===== src/rtl/core/mcfc_pkg.sv =====
// ---------------------------------------------------------------------------
// mcfc_pkg
// Shared constants, types and helpers of the MIMO complex FIR channel unit.
// ---------------------------------------------------------------------------
package mcfc_pkg;

    localparam int P_MAX_TAPS     = 256;
    localparam int P_MAX_RX       = 4;
    localparam int P_MAX_TX       = 4;
    localparam int P_MAX_DELAY    = 64;
    localparam int P_SAMPLE_WIDTH = 16;

    localparam int GAIN_W    = 16;
    localparam int GAIN_FRAC = 12;
    localparam int CFG_IDX_W = 3;
    localparam int CFG_W     = 16;
    localparam int LIMIT_W   = 48;

    typedef enum logic [1:0] {
        OP_START  = 2'd0,
        OP_LOAD   = 2'd1,
        OP_SAMPLE = 2'd2
    } t_op;

    typedef enum logic [CFG_IDX_W-1:0] {
        CFG_RX_COUNT  = 3'd0,
        CFG_TX_COUNT  = 3'd1,
        CFG_TAP_COUNT = 3'd2,
        CFG_DELAY     = 3'd3,
        CFG_GAIN      = 3'd4
    } t_cfg_idx;

    typedef enum logic [2:0] {
        S_CLEAR,
        S_IDLE,
        S_WAIT,
        S_MAC,
        S_DRAIN,
        S_ZERO
    } t_state;

    typedef struct packed {
        logic valid;
        logic first;
        logic last;
    } t_mac_ctl;

    function automatic int f_aw(input int n);
        return (n > 1) ? $clog2(n) : 1;
    endfunction

    function automatic int f_acc_w(input int sw, input int ntx, input int ntaps);
        return 2 * sw + 1 + f_aw(ntx * ntaps);
    endfunction

endpackage


===== src/rtl/core/mcfc_mac.sv =====
// ---------------------------------------------------------------------------
// mcfc_mac
// Complex multiply-accumulate: registered products, then accumulation.
// ---------------------------------------------------------------------------
module mcfc_mac #(
    parameter int SW    = 16,
    parameter int ACC_W = 43
) (
    input  logic                     i_clk,
    input  logic                     i_rst_n,
    input  mcfc_pkg::t_mac_ctl       i_ctl,
    input  logic [2*SW-1:0]          i_x,
    input  logic [2*SW-1:0]          i_h,
    output logic                     o_valid,
    output logic signed [ACC_W-1:0]  o_acc_re,
    output logic signed [ACC_W-1:0]  o_acc_im
);
    import mcfc_pkg::*;

    t_mac_ctl               r_c1, r_c2;
    logic signed [SW-1:0]   xr, xi, hr, hi;
    logic signed [2*SW-1:0] r_p_rr, r_p_ii, r_p_ir, r_p_ri;
    logic signed [2*SW:0]   term_re, term_im;
    logic signed [ACC_W-1:0] n_acc_re, n_acc_im;

    assign xr = i_x[2*SW-1:SW];
    assign xi = i_x[SW-1:0];
    assign hr = i_h[2*SW-1:SW];
    assign hi = i_h[SW-1:0];

    always_comb begin
        term_re  = (2*SW+1)'(r_p_rr) - (2*SW+1)'(r_p_ii);
        term_im  = (2*SW+1)'(r_p_ir) + (2*SW+1)'(r_p_ri);
        n_acc_re = (r_c2.first ? '0 : o_acc_re) + ACC_W'(term_re);
        n_acc_im = (r_c2.first ? '0 : o_acc_im) + ACC_W'(term_im);
    end

    always_ff @(posedge i_clk) begin
        if (!i_rst_n) begin
            r_c1    <= '0;
            r_c2    <= '0;
            o_valid <= 1'b0;
        end else begin
            r_c1    <= i_ctl;
            r_c2    <= r_c1;
            o_valid <= r_c2.valid & r_c2.last;
        end
        r_p_rr <= xr * hr;
        r_p_ii <= xi * hi;
        r_p_ir <= xi * hr;
        r_p_ri <= xr * hi;
        if (r_c2.valid) begin
            o_acc_re <= n_acc_re;
            o_acc_im <= n_acc_im;
        end
    end
endmodule


===== config.mk =====
export PLATFORM = sky130hd
export DESIGN_NAME = mcfc_mac
export DESIGN_NICKNAME = d
export VERILOG_FILES = /design/src/rtl/core/mcfc_pkg.sv /design/src/rtl/core/mcfc_mac.sv
export SDC_FILE = /design/constraint.sdc
export NUM_CORES = 2
export LEC_CHECK = 0
export ABC_AREA = 0
export ABC_CLOCK_PERIOD_IN_PS = 9800
export BUFFER_PORTS_ARGS = -buffer_cell sky130_fd_sc_hd__buf_2
export CORE_ASPECT_RATIO = 0.7
export CORE_MARGIN = 5
export CORE_UTILIZATION = 30
export CTS_BUF_LIST = sky130_fd_sc_hd__clkbuf_8
export DETAILED_ROUTE_END_ITERATION = 10
export HOLD_SLACK_MARGIN = 0.1
export PLACE_DENSITY_LB_ADDON = 0.12
export SETUP_SLACK_MARGIN = 0.4
export SLEW_MARGIN = 5
export SYNTH_ARGS = -nofsm -noshare
export SYNTH_HDL_FRONTEND = slang
export SYNTH_SLANG_ARGS = --single-unit

===== constraint.sdc =====
create_clock -name i_clk -period 9.8 [get_ports i_clk]
set_input_delay 1.96 -clock i_clk [delete_from_list [all_inputs] [get_ports i_clk]]
set_output_delay 1.96 -clock i_clk [all_outputs]
set_load 0.03 [all_outputs]

---- Word-level counts from Yosys, hierarchy flattened ----
Index checks and enable logic that the tools add are counted.
word-level totals
  output and inout port bits .............. 87
  input port bits ......................... 69
  logic and storage cells ................. 24
  register bits ........................... 221
operators by class
  add/subtract/negate cells ............... 4
  muxes and demuxes ....................... 2
  $mul .................................... 4
  bitwise logic cells ..................... 1
operator list
  kind                          count
  multiplier 16 x 16 -> 32 bit  4
  adder 43 bit                  2
  2-to-1 mux 43 bit             2
  adder 32 x 32 -> 33 bit       1
  subtractor 32 x 32 -> 33 bit  1
  bitwise AND 1 bit             1

---- Logic depth before layout (Yosys ltp) ----
  word-level depth ........................ 2
  depth in mapped cells ................... 24
  mapped depth without buffers ............ 23

---- Worst setup path after synthesis ----
OpenSTA, ideal clock, no wires.
  path kind ............................... input -> register
  start point ............................. in i_x[31]
  end point ............................... reg r_p_rr[31]
  library setup time ...................... 72 ps
  data required time ...................... 9,728 ps
  arrival time ............................ 7,599 ps
  path buffers ............................ 1
  slack ................................... 2,129 ps
  stages on the path ...................... 21
  path through ............................ clkbuf_1 -> nand2_1 -> inv_1 -> fa_1 -> fa_1 -> fa_1 -> fa_1 -> fa_1 -> inv_1 -> fa_1 -> inv_1 -> ha_1 -> nand4_1 -> nor2_1 -> a41oi_1 -> o21a_1 -> o211ai_1 -> a311o_1 -> a211o_1 -> a21oi_1 -> xnor2_1
on the way
  cells in the longest elaborated chain, start to end .. 1
RTL lines
  what                          line            source
  start: declaration            mcfc_mac.sv:12  input logic [2*SW-1:0] i_x,
  multiplier 16 x 16 -> 32 bit  mcfc_mac.sv:48  r_p_rr <= xr * hr;
  end signal: assignment        mcfc_mac.sv:48
  end: declaration              mcfc_mac.sv:22  logic signed [2*SW-1:0] r_p_rr, r_p_ii, r_p_ir, r_p_ri;
Every way passes these cells.
A chain may end at the register's enable or synchronous reset.

---- Final worst setup path ----
  start point ............................. in i_x[6]
  end point ............................... reg r_p_ii[23]
on the way
  cells in the longest elaborated chain, start to end .. 1
RTL lines
  what                          line            source
  multiplier 16 x 16 -> 32 bit  mcfc_mac.sv:49  r_p_ii <= xi * hi;
  end signal: assignment        mcfc_mac.sv:49
  end: declaration              mcfc_mac.sv:22
Every way passes these cells.

==> flow_metrics.tcl <==
set metrics [dict create \
    synth_area_um2 52410 \
    status "complete, no violations" \
    worst_slew_margin_rel_pct 18.46 \
    worstSkewPairLatency_ns 0.72 \
    routed_wl_mm 154.4 \
    fin_nets 7349 \
    hold_buffers 0 \
    synth.yosys.seq_area_share_pct 10.08 \
    multi_input_area_um2 41800 \
    worstHoldStart "r_c1[2]" \
    postRouteAntennaNets 0 \
    numCtsBuffers 48 \
    final_cell_mix "inv_1 (1218), fa_1 (1052), nand2_1 (560)" \
    reg2reg_depth 20 \
    area_delta_synth_final_pct 8.611 \
    hold_viol 0 \
    synth_cell_types 69 \
    yosysTopAreaCell "fa_1" \
    placed_cell_area_um2 55840 \
    cts_root_buf "clkbuf_8" \
    cap_violations 0 \
    worstMarginPinSlew_ns 1.210 \
    rr_endpoint "o_acc_im[42]" \
    grt_setup_unrepaired "no" \
    synth_cells 5690 \
    numPortBuffers 155 \
    final_max_slew_viol_count 0 \
    crit_arrival_ns 8.82 \
    critPathMaxFanout 32 \
    yosys-top-cells-area "fa_1 (40%), ha_1 (11%), inv_1 (8.7%), and2_1 (6.1%), dfxtp_1 (5.2%)" \
    die-area_um2 183300 \
    cts-resized-gates 0 \
    design_area_um2 56920 \
    cp-end-kind "flop" \
    die_w_um 509.6 \
    rows 128 \
    cts_buffer_depth 3 \
    min_path_type "reg -> reg" \
    place_hpwl_mm 126.1 \
    cts_tree "built" \
    rrSetupSlack_ns 3.79 \
    post_cts_buffers 0 \
    synth-edff-count 86 \
    synth-warning-count 0 \
    grt_max_degree 46 \
    final_common_cell "inv_1" \
    ys_seq_elements 221 \
    syn_nets 7287 \
    fill_cells 18300 \
    place_ws_ns 0.9295 \
    clock_sinks 221 \
    post_drt_wl_per_cell_um 18.97 \
    synth_top_flop_cell "dfxtp_1" \
    holdPathEnd "r_c2[2]" \
    place_congestion 0.8216 \
    die_h_um 359.7 \
    drtPass1Iterations 5 \
    fmax_mhz 122.2 \
    antenna_found_initial 23 \
    drc 0 \
    io_pins 156 \
    period_minus_slack_ns 8.185 \
    clk_pin_slew_ns 0.06 \
    drtIter0Drc 2340 \
    start_kind "input port" \
    viasPerCell 4.639 \
    worstSetupPathType "in -> reg" \
    grt_pass1_vias 38802 \
    setup_viol 0 \
    final.period_utilization_pct 83.52 \
    start_util_pct 30.16 \
    seq_area_um2 5293 \
    grt_use_total_pct 17.09 \
    cts-htree-levels 2 \
    postSynthAreaPerCell_um2 9.211 \
    overflow 0 \
    hold_path_depth 1 \
    drive_gt1_share_pct 5.751 \
    cp.required_ns 10.43 \
    ys_async_sr_fraction_pct 0 \
    setup-tns-final_ns 0 \
    vias 37753 \
    grt_pass1_wl_mm 242.1 \
    synth_top_area_share_pct 40.18 \
    setup_ws_ns 1.615 \
    core_area_um2 173800 \
    finalClockSkew_ns 0.02373 \
    timing.rr.start "r_p_ri[0]" \
]
-- metal layers --
metal	share of wire (%)	GRT usage (%)	routed length, µm	up-vias
li1	-	-	-	17594
met1	54	28.65	83570	19106
met2	38	22.39	58120	923
met3	6.7	3.263	10400	124
met4	1.4	2.517	2221	6
met5	0.027	0	41	-
-- cells in the mapped netlist, types with 6 or more instances --
master,instances
o211ai_1,20
nor2_1,161
o21bai_1,41
nand3_1,46
a2111oi_0,6
nor3_1,34
clkbuf_1,209
and3_1,26
ha_1,476
nand2_1,560
fa_1,1052
nor2b_1,112
nor4_1,6
o31ai_1,11
a211oi_1,25
a21o_1,112
and4_1,9
o21a_1,30
inv_1,1208
edfxtp_1,86
a31o_2,9
a221o_1,6
nand4_1,20
xor2_1,68
a31oi_1,20
nand2b_1,34
o21ai_0,120
or2_2,11
and2_1,508
a21oi_1,218
a21boi_0,7
or3_1,10
a221oi_1,10
a211o_1,6
xnor2_1,211
dfxtp_1,135
-- critical path: stages --
cell,delay [ns]
buf_2,0.75
nand2_1,0.17
fa_1,0.55
inv_1,0.05
fa_1,0.50
inv_1,0.05
fa_1,0.53
inv_1,0.06
fa_1,0.45
fa_1,0.49
inv_1,0.05
fa_1,0.47
inv_1,0.04
ha_1,0.33
and4_1,0.25
a221o_1,0.35
a31oi_1,0.61
o21bai_1,0.24
a2111oi_2,0.46
o31ai_1,0.15
a21oi_1,0.18
xnor2_1,0.12
-- flip-flops by register name, indices dropped and copies added (netlist names), 3 cells and up --
register / cells
r_p_ir: 32
r_c1: 3
r_p_rr: 32
o_acc_re: 43
r_p_ri: 32
r_p_ii: 32
o_acc_im: 43
r_c2: 3
-- worst max path at each step --
| stage | startpoint | to | slack (ns) | cells after the start |
|---|---|---|---|---|
| after detailed placement | i_h[19] | r_p_ir[28] | 0.93 | 19 |
| final | i_x[6] | r_p_ii[23] | 1.61 | 22 |
| after CTS | i_h[19] | r_p_ir[28] | 1.76 | 19 |
| after global routing | i_h[19] | r_p_ir[28] | 1.28 | 19 |
| after global placement | i_x[7] | r_p_ii[23] | 0.95 | 22 |
| after floorplan | i_x[31] | r_p_rr[31] | 2.13 | 21 |
-- area by class of cell --
| class | instances | area share, % |
|---|---|---|
| Multi-Input combinational cell | 4049 | 73.42 |
| Sequential cell | 221 | 9.298 |
| Inverter | 1209 | 7.972 |
| Tap cell | 2340 | 5.143 |
| Timing Repair Buffer | 223 | 2.260 |
| Clock buffer | 61 | 1.475 |
| Clock inverter | 27 | 0.3890 |
| Antenna cell | 9 | 0.03956 |
-- metrics by stage --
step	utilization (%)	std cells	hold slack, ns
finish	32.76	8139	0.4319
global route	32.75	8133	0.4505
CTS	32.75	8130	0.4342
detailed placement	32.14	8042	0.4189
global placement	32.14	8042	0.4149
floorplan	-	5690	0.4118
-- cells by family (layout without fill, tap and decap cells) --
group           after synthesis  count (layout)  share of synthesized area (%)
other cells                   0               9                              0
buf+inv                    1420            1520                          10.17
simple gates               1546            1546                          14.89
mux                           3               3                        0.05730
xor+xnor                    279             279                          4.662
fa+ha+maj                  1528            1528                          51.55
compound gates              693             693                          8.594
flops                       221             221                          10.08
Power is not shown: default switching activity piles up to over one toggle a cycle in this logic, so the estimate is an artifact.
