### src/rtl/core/mcfc_pkg.sv
// ---------------------------------------------------------------------------
// mcfc_pkg
// Shared constants, types and helpers of the MIMO complex FIR channel unit.
// ---------------------------------------------------------------------------
package mcfc_pkg;

    localparam int P_MAX_TAPS     = 256;
    localparam int P_MAX_RX       = 4;
    localparam int P_MAX_TX       = 4;
    localparam int P_MAX_DELAY    = 64;
    localparam int P_SAMPLE_WIDTH = 16;

    localparam int GAIN_W    = 16;
    localparam int GAIN_FRAC = 12;
    localparam int CFG_IDX_W = 3;
    localparam int CFG_W     = 16;
    localparam int LIMIT_W   = 48;

    typedef enum logic [1:0] {
        OP_START  = 2'd0,
        OP_LOAD   = 2'd1,
        OP_SAMPLE = 2'd2
    } t_op;

    typedef enum logic [CFG_IDX_W-1:0] {
        CFG_RX_COUNT  = 3'd0,
        CFG_TX_COUNT  = 3'd1,
        CFG_TAP_COUNT = 3'd2,
        CFG_DELAY     = 3'd3,
        CFG_GAIN      = 3'd4
    } t_cfg_idx;

    typedef enum logic [2:0] {
        S_CLEAR,
        S_IDLE,
        S_WAIT,
        S_MAC,
        S_DRAIN,
        S_ZERO
    } t_state;

    typedef struct packed {
        logic valid;
        logic first;
        logic last;
    } t_mac_ctl;

    function automatic int f_aw(input int n);
        return (n > 1) ? $clog2(n) : 1;
    endfunction

    function automatic int f_acc_w(input int sw, input int ntx, input int ntaps);
        return 2 * sw + 1 + f_aw(ntx * ntaps);
    endfunction

endpackage

### src/rtl/core/mcfc_scale.sv
// ---------------------------------------------------------------------------
// mcfc_scale
// Gain scaling in split partial products, round half up and saturation.
// ---------------------------------------------------------------------------
module mcfc_scale #(
    parameter int SW    = 16,
    parameter int ACC_W = 43
) (
    input  logic                            i_clk,
    input  logic                            i_rst_n,
    input  logic                            i_valid,
    input  logic signed [ACC_W-1:0]         i_acc_re,
    input  logic signed [ACC_W-1:0]         i_acc_im,
    input  logic [mcfc_pkg::GAIN_W-1:0]     i_gain,
    output logic                            o_valid,
    output logic signed [SW-1:0]            o_re,
    output logic signed [SW-1:0]            o_im,
    output logic                            o_sat
);
    import mcfc_pkg::*;

    localparam int EXT_W  = (ACC_W > LIMIT_W) ? ACC_W : LIMIT_W;
    localparam int HALF_W = LIMIT_W / 2;
    localparam int SHIFT  = SW - 1 + GAIN_FRAC;
    localparam int FULL_W = 66;
    localparam logic signed [EXT_W-1:0]  A_MAX = (EXT_W'(1) <<< (LIMIT_W - 1)) - 1;
    localparam logic signed [EXT_W-1:0]  A_MIN = -A_MAX - 1;
    localparam logic signed [FULL_W-1:0] V_MAX = (FULL_W'(1) <<< (SW - 1)) - 1;
    localparam logic signed [FULL_W-1:0] V_MIN = -V_MAX - 1;
    localparam logic signed [FULL_W-1:0] RND   = FULL_W'(1) <<< (SHIFT - 1);

    logic                              r_v1;
    logic signed [HALF_W+GAIN_W:0]     r_hi_re, r_hi_im;
    logic [HALF_W+GAIN_W-1:0]          r_lo_re, r_lo_im;
    logic signed [LIMIT_W-1:0]         a_re, a_im;
    logic signed [SW-1:0]              n_re, n_im;
    logic                              sat_re, sat_im;

    function automatic logic signed [LIMIT_W-1:0] f_lim(input logic signed [ACC_W-1:0] a);
        logic signed [EXT_W-1:0] e;
        e = EXT_W'(a);
        if (e > A_MAX) begin
            e = A_MAX;
        end else if (e < A_MIN) begin
            e = A_MIN;
        end
        return e[LIMIT_W-1:0];
    endfunction

    function automatic logic signed [SW:0] f_fin(input logic signed [HALF_W+GAIN_W:0] ph,
                                                 input logic [HALF_W+GAIN_W-1:0] pl);
        logic signed [FULL_W-1:0] f;
        logic signed [FULL_W-1:0] v;
        logic sat;
        f = (FULL_W'(ph) <<< HALF_W) + FULL_W'(pl) + RND;
        v = f >>> SHIFT;
        sat = 1'b0;
        if (v > V_MAX) begin
            v = V_MAX;
            sat = 1'b1;
        end else if (v < V_MIN) begin
            v = V_MIN;
            sat = 1'b1;
        end
        return {sat, v[SW-1:0]};
    endfunction

    assign a_re = f_lim(i_acc_re);
    assign a_im = f_lim(i_acc_im);
    assign {sat_re, n_re} = f_fin(r_hi_re, r_lo_re);
    assign {sat_im, n_im} = f_fin(r_hi_im, r_lo_im);

    always_ff @(posedge i_clk) begin
        if (!i_rst_n) begin
            r_v1    <= 1'b0;
            o_valid <= 1'b0;
        end else begin
            r_v1    <= i_valid;
            o_valid <= r_v1;
        end
        r_hi_re <= $signed(a_re[LIMIT_W-1:HALF_W]) * $signed({1'b0, i_gain});
        r_hi_im <= $signed(a_im[LIMIT_W-1:HALF_W]) * $signed({1'b0, i_gain});
        r_lo_re <= a_re[HALF_W-1:0] * i_gain;
        r_lo_im <= a_im[HALF_W-1:0] * i_gain;
        o_re    <= n_re;
        o_im    <= n_im;
        o_sat   <= sat_re | sat_im;
    end
endmodule

### config.mk
export PLATFORM = sky130hd
export DESIGN_NAME = mcfc_scale
export DESIGN_NICKNAME = d
export VERILOG_FILES = /design/src/rtl/core/mcfc_pkg.sv /design/src/rtl/core/mcfc_scale.sv
export SDC_FILE = /design/constraint.sdc
export NUM_CORES = 2
export LEC_CHECK = 0
export ABC_AREA = 1
export BUFFER_PORTS_ARGS = -buffer_cell sky130_fd_sc_hd__buf_2
export CAP_MARGIN = 5
export CELL_PAD_IN_SITES_DETAIL_PLACEMENT = 0
export CELL_PAD_IN_SITES_GLOBAL_PLACEMENT = 1
export CORE_ASPECT_RATIO = 0.8
export CORE_UTILIZATION = 54
export CTS_BUF_LIST = sky130_fd_sc_hd__clkbuf_8
export DETAILED_ROUTE_END_ITERATION = 12
export GPL_ROUTABILITY_DRIVEN = 0
export PLACE_DENSITY = 0.87
export SETUP_SLACK_MARGIN = 0.5
export SYNTH_ARGS = -nofsm -noshare
export SYNTH_HDL_FRONTEND = slang
export SYNTH_SLANG_ARGS = --single-unit
### constraint.sdc
create_clock -name i_clk -period 15.3 [get_ports i_clk]
set_input_delay 0 -clock i_clk [delete_from_list [all_inputs] [get_ports i_clk]]
set_output_delay 0 -clock i_clk [all_outputs]
set_load 0.02 [all_outputs]
Word level (Yosys, flattened, before mapping) --
Cells that the tools add are included.
Cells by class: multiplexer cells 10, $lt $le $gt $ge 8, $mul 4, bitwise logic cells 1, add/subtract/negate cells 4
Operators by type and width (number):
- $mux W48 | 4
- $add A65 B41 Y66 | 2
- $add A66 B27 Y66 const B | 2
- $gt A43 B48 Y1 const B | 2
- $lt A43 B48 Y1 const B | 2
- $mul A24 B17 Y41 | 2
- $mul A24 B16 Y40 | 2
- $gt A39 B16 Y1 const B | 2
- $lt A39 B16 Y1 const B | 2
- $mux W16 | 2
- $mux W1 | 4
- $or A1 B1 Y1 | 1
Storage, ports and cells: input bits 105, output and inout bits 34, logic and storage cells 36, register bits after elaboration 197

Longest topological paths before layout --
depth in word-level cells 6, gate-level depth with buffers 31, gate-level depth less buffers 28

Least setup slack after synthesis --
Ideal clock, no wire load.
path type input to register, start input i_gain[6] (netlist bit), end register r_hi_im[28], data arrival time 5.701 ns, library setup time 0.123 ns, path buffers 3, setup slack 9.476 ns, stages on the path 24, cell sequence clkbuf_1 clkbuf_1 buf_1 nand2_1 fa_1 inv_1 fa_1 inv_1 fa_1 inv_1 fa_1 fa_1 inv_1 fa_1 inv_1 ha_1 a21oi_1 inv_1 a31oi_1 a21boi_0 o21ai_1 a21boi_0 o21ai_1 xor2_1
On the way: word-level cells in the longest chain between the ends 1
RTL lines:
- start, declared | line mcfc_scale.sv:14 | input logic [mcfc_pkg::GAIN_W-1:0] i_gain,
- $mul A24 B17 Y41 | line mcfc_scale.sv:82 | r_hi_im <= $signed(a_im[LIMIT_W-1:HALF_W]) * $signed({1'b0, i_gain});
- end signal, assigned | line mcfc_scale.sv:82
- end, declared | line mcfc_scale.sv:33 | logic signed [HALF_W+GAIN_W:0] r_hi_re, r_hi_im;
Every way passes these cells. A chain may end at the register's enable or synchronous reset.

Worst setup path after layout --
start input i_gain[2] (netlist bit), end register r_hi_re[33]
On the way: word-level cells in the longest chain between the ends 1
RTL lines:
- $mul A24 B17 Y41 | line mcfc_scale.sv:81 | r_hi_re <= $signed(a_re[LIMIT_W-1:HALF_W]) * $signed({1'b0, i_gain});
- end signal, assigned | line mcfc_scale.sv:81
- end, declared | line mcfc_scale.sv:33
Every way passes these cells.

==> impl_metrics.csv <==
group,metric,value,unit
setup_path,crit_path_top_delay_cell,"nor4_1",
cts,cts_num_sinks,149,
setup_path,r2r-start,"r_lo_re[29]",
floorplan,floorplan.die.width,374,um
timing,fin_skew,0.0235,ns
worst_hold_path,min_delay_worst_endpoint,"r_hi_im[1]",
floorplan,initial_core_util,0.548,
timing,finalHoldViolCount,0,
setup_path,worst_r2r_path_depth,18,
global_routing,grt_overflow_total,0,
timing,final_tns_setup,0,ns
route,first_pass_iters,8,
route,drt_iter0_markers,3366,
synthesis,ys.flop_type,"dfxtp_1",
setup_path,critical_path.max_stage_delay,0.76,ns
timing,fmax,0.157,GHz
worst_hold_path,timing.hold.worst.class,"input port to register",
final_layout,nets,9680,
setup_path,cp-end-kind,"register",
synthesis,netlist.area_leader.share,0.435,
cts,clock_latency,0.57,ns
global_routing,antenna_found_initial,8,
synthesis,synth_warnings,0,
timing,final.period_utilization,0.417,
synthesis,async_flop_share,0,
final_layout,post_route_cells_drive_above_1_share,0.0350,
floorplan,design.core.area,109000,sq um
timing,timing_worst_slew_pin_value,0.956,ns
cts,tritoncts_buffer_count,17,
global_routing,wire_length_of_the_first_global_routing_pass,262,mm
setup_path,crit_family,"adder cells",
synthesis,netlist.top_cell.by_area,"fa_1",
synthesis,syn-num-nets,9828,
cts,clk_transition_reported_paths,0.09,ns
setup_path,cell_with_the_most_instances_on_the_worst_path,"fa_1",
route,drtAntennaViolNets,0,
setup_path,setup.reg_to_reg.worst_slack,11.84,ns
floorplan,num_rows,108,
floorplan,fp.dieH,300,um
route,via_per_inst,5.11,
synthesis,part_of_the_yosys_area_used_for_sequential_elements,0.0498,
synthesis,number_of_synthesized_flops_with_an_enable_pin,0,
timing,timing_max_transition_violations_final,0,
cts,clk_root_buffer_cell,"clkbuf_8",
worst_hold_path,start_point_of_the_worst_min_delay_path,"i_acc_im[25]",
setup_path,worst_ep_arrival_time,6.85,ns
cts,worst_case_clock_buffer_depth,2,
worst_hold_path,hold_depth,4,
setup_path,timing_worst_setup_path_type,"input port to register",
place,dp_hpwl,131,mm
setup_path,cp_data_required_time,15.78,ns
cts,tritoncts,"yes",
final_layout,syn2layout_area_growth,3.07,%
timing,timing.final.crit_period,6.37,ns
synthesis,syn-instance-count,7941,
global_routing,grt_usage,0.297,
run,max-cap-violations,0,
route,wl_per_cell,17.2,um
setup_path,critical_path_buffer_and_inverter_count,7,
setup_path,worst_r2r_endpoint,"o_sat",
timing,max_slew_margin,0.363,
cts,htree_num_levels,4,
setup_path,timing.critical_path.fanout_max,46,
global_routing,grt_start_max_net_pins,63,
synthesis,synth_area_per_cell,7.54,sq um
synthesis,synth_most_common_cell,"inv_1",
synthesis,ys_ff_latch,149,
setup_path,timing.critical_path.from_type,"input port",
setup_path,crit_chain,"buf_4 > buf_4 > nand2_1 > fa_1 > inv_1 > fa_1 > inv_1 > fa_1 > inv_1 > fa_1 > fa_1 > inv_1 > fa_1 > inv_1 > ha_1 > a21oi_1 > o21ai_0 > and2_1 > nor4_1 > o21bai_1 > a21oi_1 > xnor2_1",
floorplan,ioPinCount,139,
synthesis,netlist_area_pre_place,59900,sq um
synthesis,ys_top_cells_by_area,"fa_1 (44%), inv_1 (15%), nand2_1 (13%)",
route,route.final.wire_length,159,mm
timing,finish_stage_setup_viols,0,
synthesis,count_of_cell_types_in_the_netlist,53,
timing,grt_setup_unrepaired,"false",
floorplan,die_area,112000,sq um
route,post-route-drc-count,0,
outcome,status,"finished clean",
route,routed-via-count,47200,
place,placement.io_buffers,138,
synthesis,synth.top_cells.by_count,"inv_1 (2,442), nand2_1 (2,106), fa_1 (1,302), ha_1 (480), clkbuf_1 (285)",
global_routing,grt_pass1_vias,49500,
placed cells by master, fill, tap and decap left out, types with 8 or more instances in the layout:
| cell type | n |
|---|---|
| o21ai_0 | 93 |
| nand2_2 | 27 |
| nor4_1 | 11 |
| a21o_1 | 13 |
| nor2_1 | 261 |
| buf_4 | 37 |
| a31oi_1 | 22 |
| clkinv_1 | 8 |
| nor2_2 | 17 |
| nand3b_1 | 12 |
| nand3_1 | 116 |
| nand2_1 | 2106 |
| dfxtp_1 | 149 |
| nand4_1 | 46 |
| buf_2 | 122 |
| clkbuf_8 | 19 |
| xor2_1 | 100 |
| nor3_1 | 29 |
| inv_1 | 2443 |
| a21oi_1 | 201 |
| fa_1 | 1302 |
| xnor2_1 | 56 |
| ha_1 | 480 |
| o21a_1 | 15 |
| o21bai_1 | 12 |
worst min-delay path: cells and delay by family:
family | cells | cell delay (ns)
buffers and inverters | 2 | 0.39
adders and majority gates | 1 | 0.12
and+or+nand+nor | 1 | 0.09
through the flow:
| step | cell area (sq um) | instances | hold slack [ns] | worst slack (ns) | util |
|---|---|---|---|---|---|
| 2_1_floorplan | 59900 | 7941 | 0.0935 | 9.48 | - |
| 6_report | 61700 | 9239 | 0.0838 | 8.93 | 0.565 |
| 3_5_place_dp | 61300 | 9199 | 0.192 | 8.49 | 0.561 |
| 4_1_cts | 61700 | 9236 | 0.0334 | 9.10 | 0.565 |
| 5_1_grt | 61700 | 9238 | 0.109 | 8.58 | 0.565 |
| 3_3_place_gp | 61300 | 9199 | 0.188 | 8.51 | 0.561 |
repair_timing:
action,4_1_cts,5_1_grt
hold buffers,5,0
resized for setup,0,0
endpoints found under the hold margin,4,0
setup buffers,0,0
layer usage:
layer / vias to the layer above / share of wire / wire [um] / track usage
met5: - / 0.00018 / 28 / 0
met4: 6 / 0.012 / 1920 / 0.0463
met3: 149 / 0.10 / 16300 / 0.0799
met2: 1668 / 0.43 / 68400 / 0.454
met1: 23300 / 0.46 / 72600 / 0.430
li1: 22100 / - / - / -
how the worst max path moves through the flow:
stage              start          end  slack (ns)  depth (start not counted)
2_1_floorplan  i_gain[6]  r_hi_im[28]        9.48                         24
3_3_place_gp   i_gain[3]  r_hi_im[40]        8.51                         28
3_5_place_dp   i_gain[9]  r_hi_im[40]        8.49                         27
4_1_cts        i_gain[9]  r_hi_im[40]        9.10                         27
5_1_grt        i_gain[3]  r_hi_im[40]        8.58                         28
6_report       i_gain[2]  r_hi_re[33]        8.93                         22
cells by family (layout without fill, tap and decap cells):
group	count (synthesis)	count (layout)	synth area share
and+or+nand+nor	2658	2658	0.178
xor gates and xnor gates	156	156	0.0228
AOI/OAI and AO/OA	408	408	0.0387
adders and majority gates	1782	1782	0.536
buffers and inverters	2788	2653	0.175
DFF	149	149	0.0498
other	0	3	0
registers in the layout, indices dropped and copies added (netlist names):
signal,count
r_lo_im,16
o_valid,1
r_lo_re,16
r_hi_im,41
o_re,16
r_v1,1
o_sat,1
r_hi_re,41
o_im,16
layout make-up:
type	instances	area (sq um)
clock inverter	13	124
clock buffer	19	262
multi-input combinational	5004	46400
antenna	3	7.51
tap	1430	1790
sequential	149	2980
inverter	2457	9220
timing repair buffer	164	938
fill	10400	47500
Power is left out: the tool's default activity adds up to more than one toggle a clock period on the data nets, which glitch-free logic cannot reach.
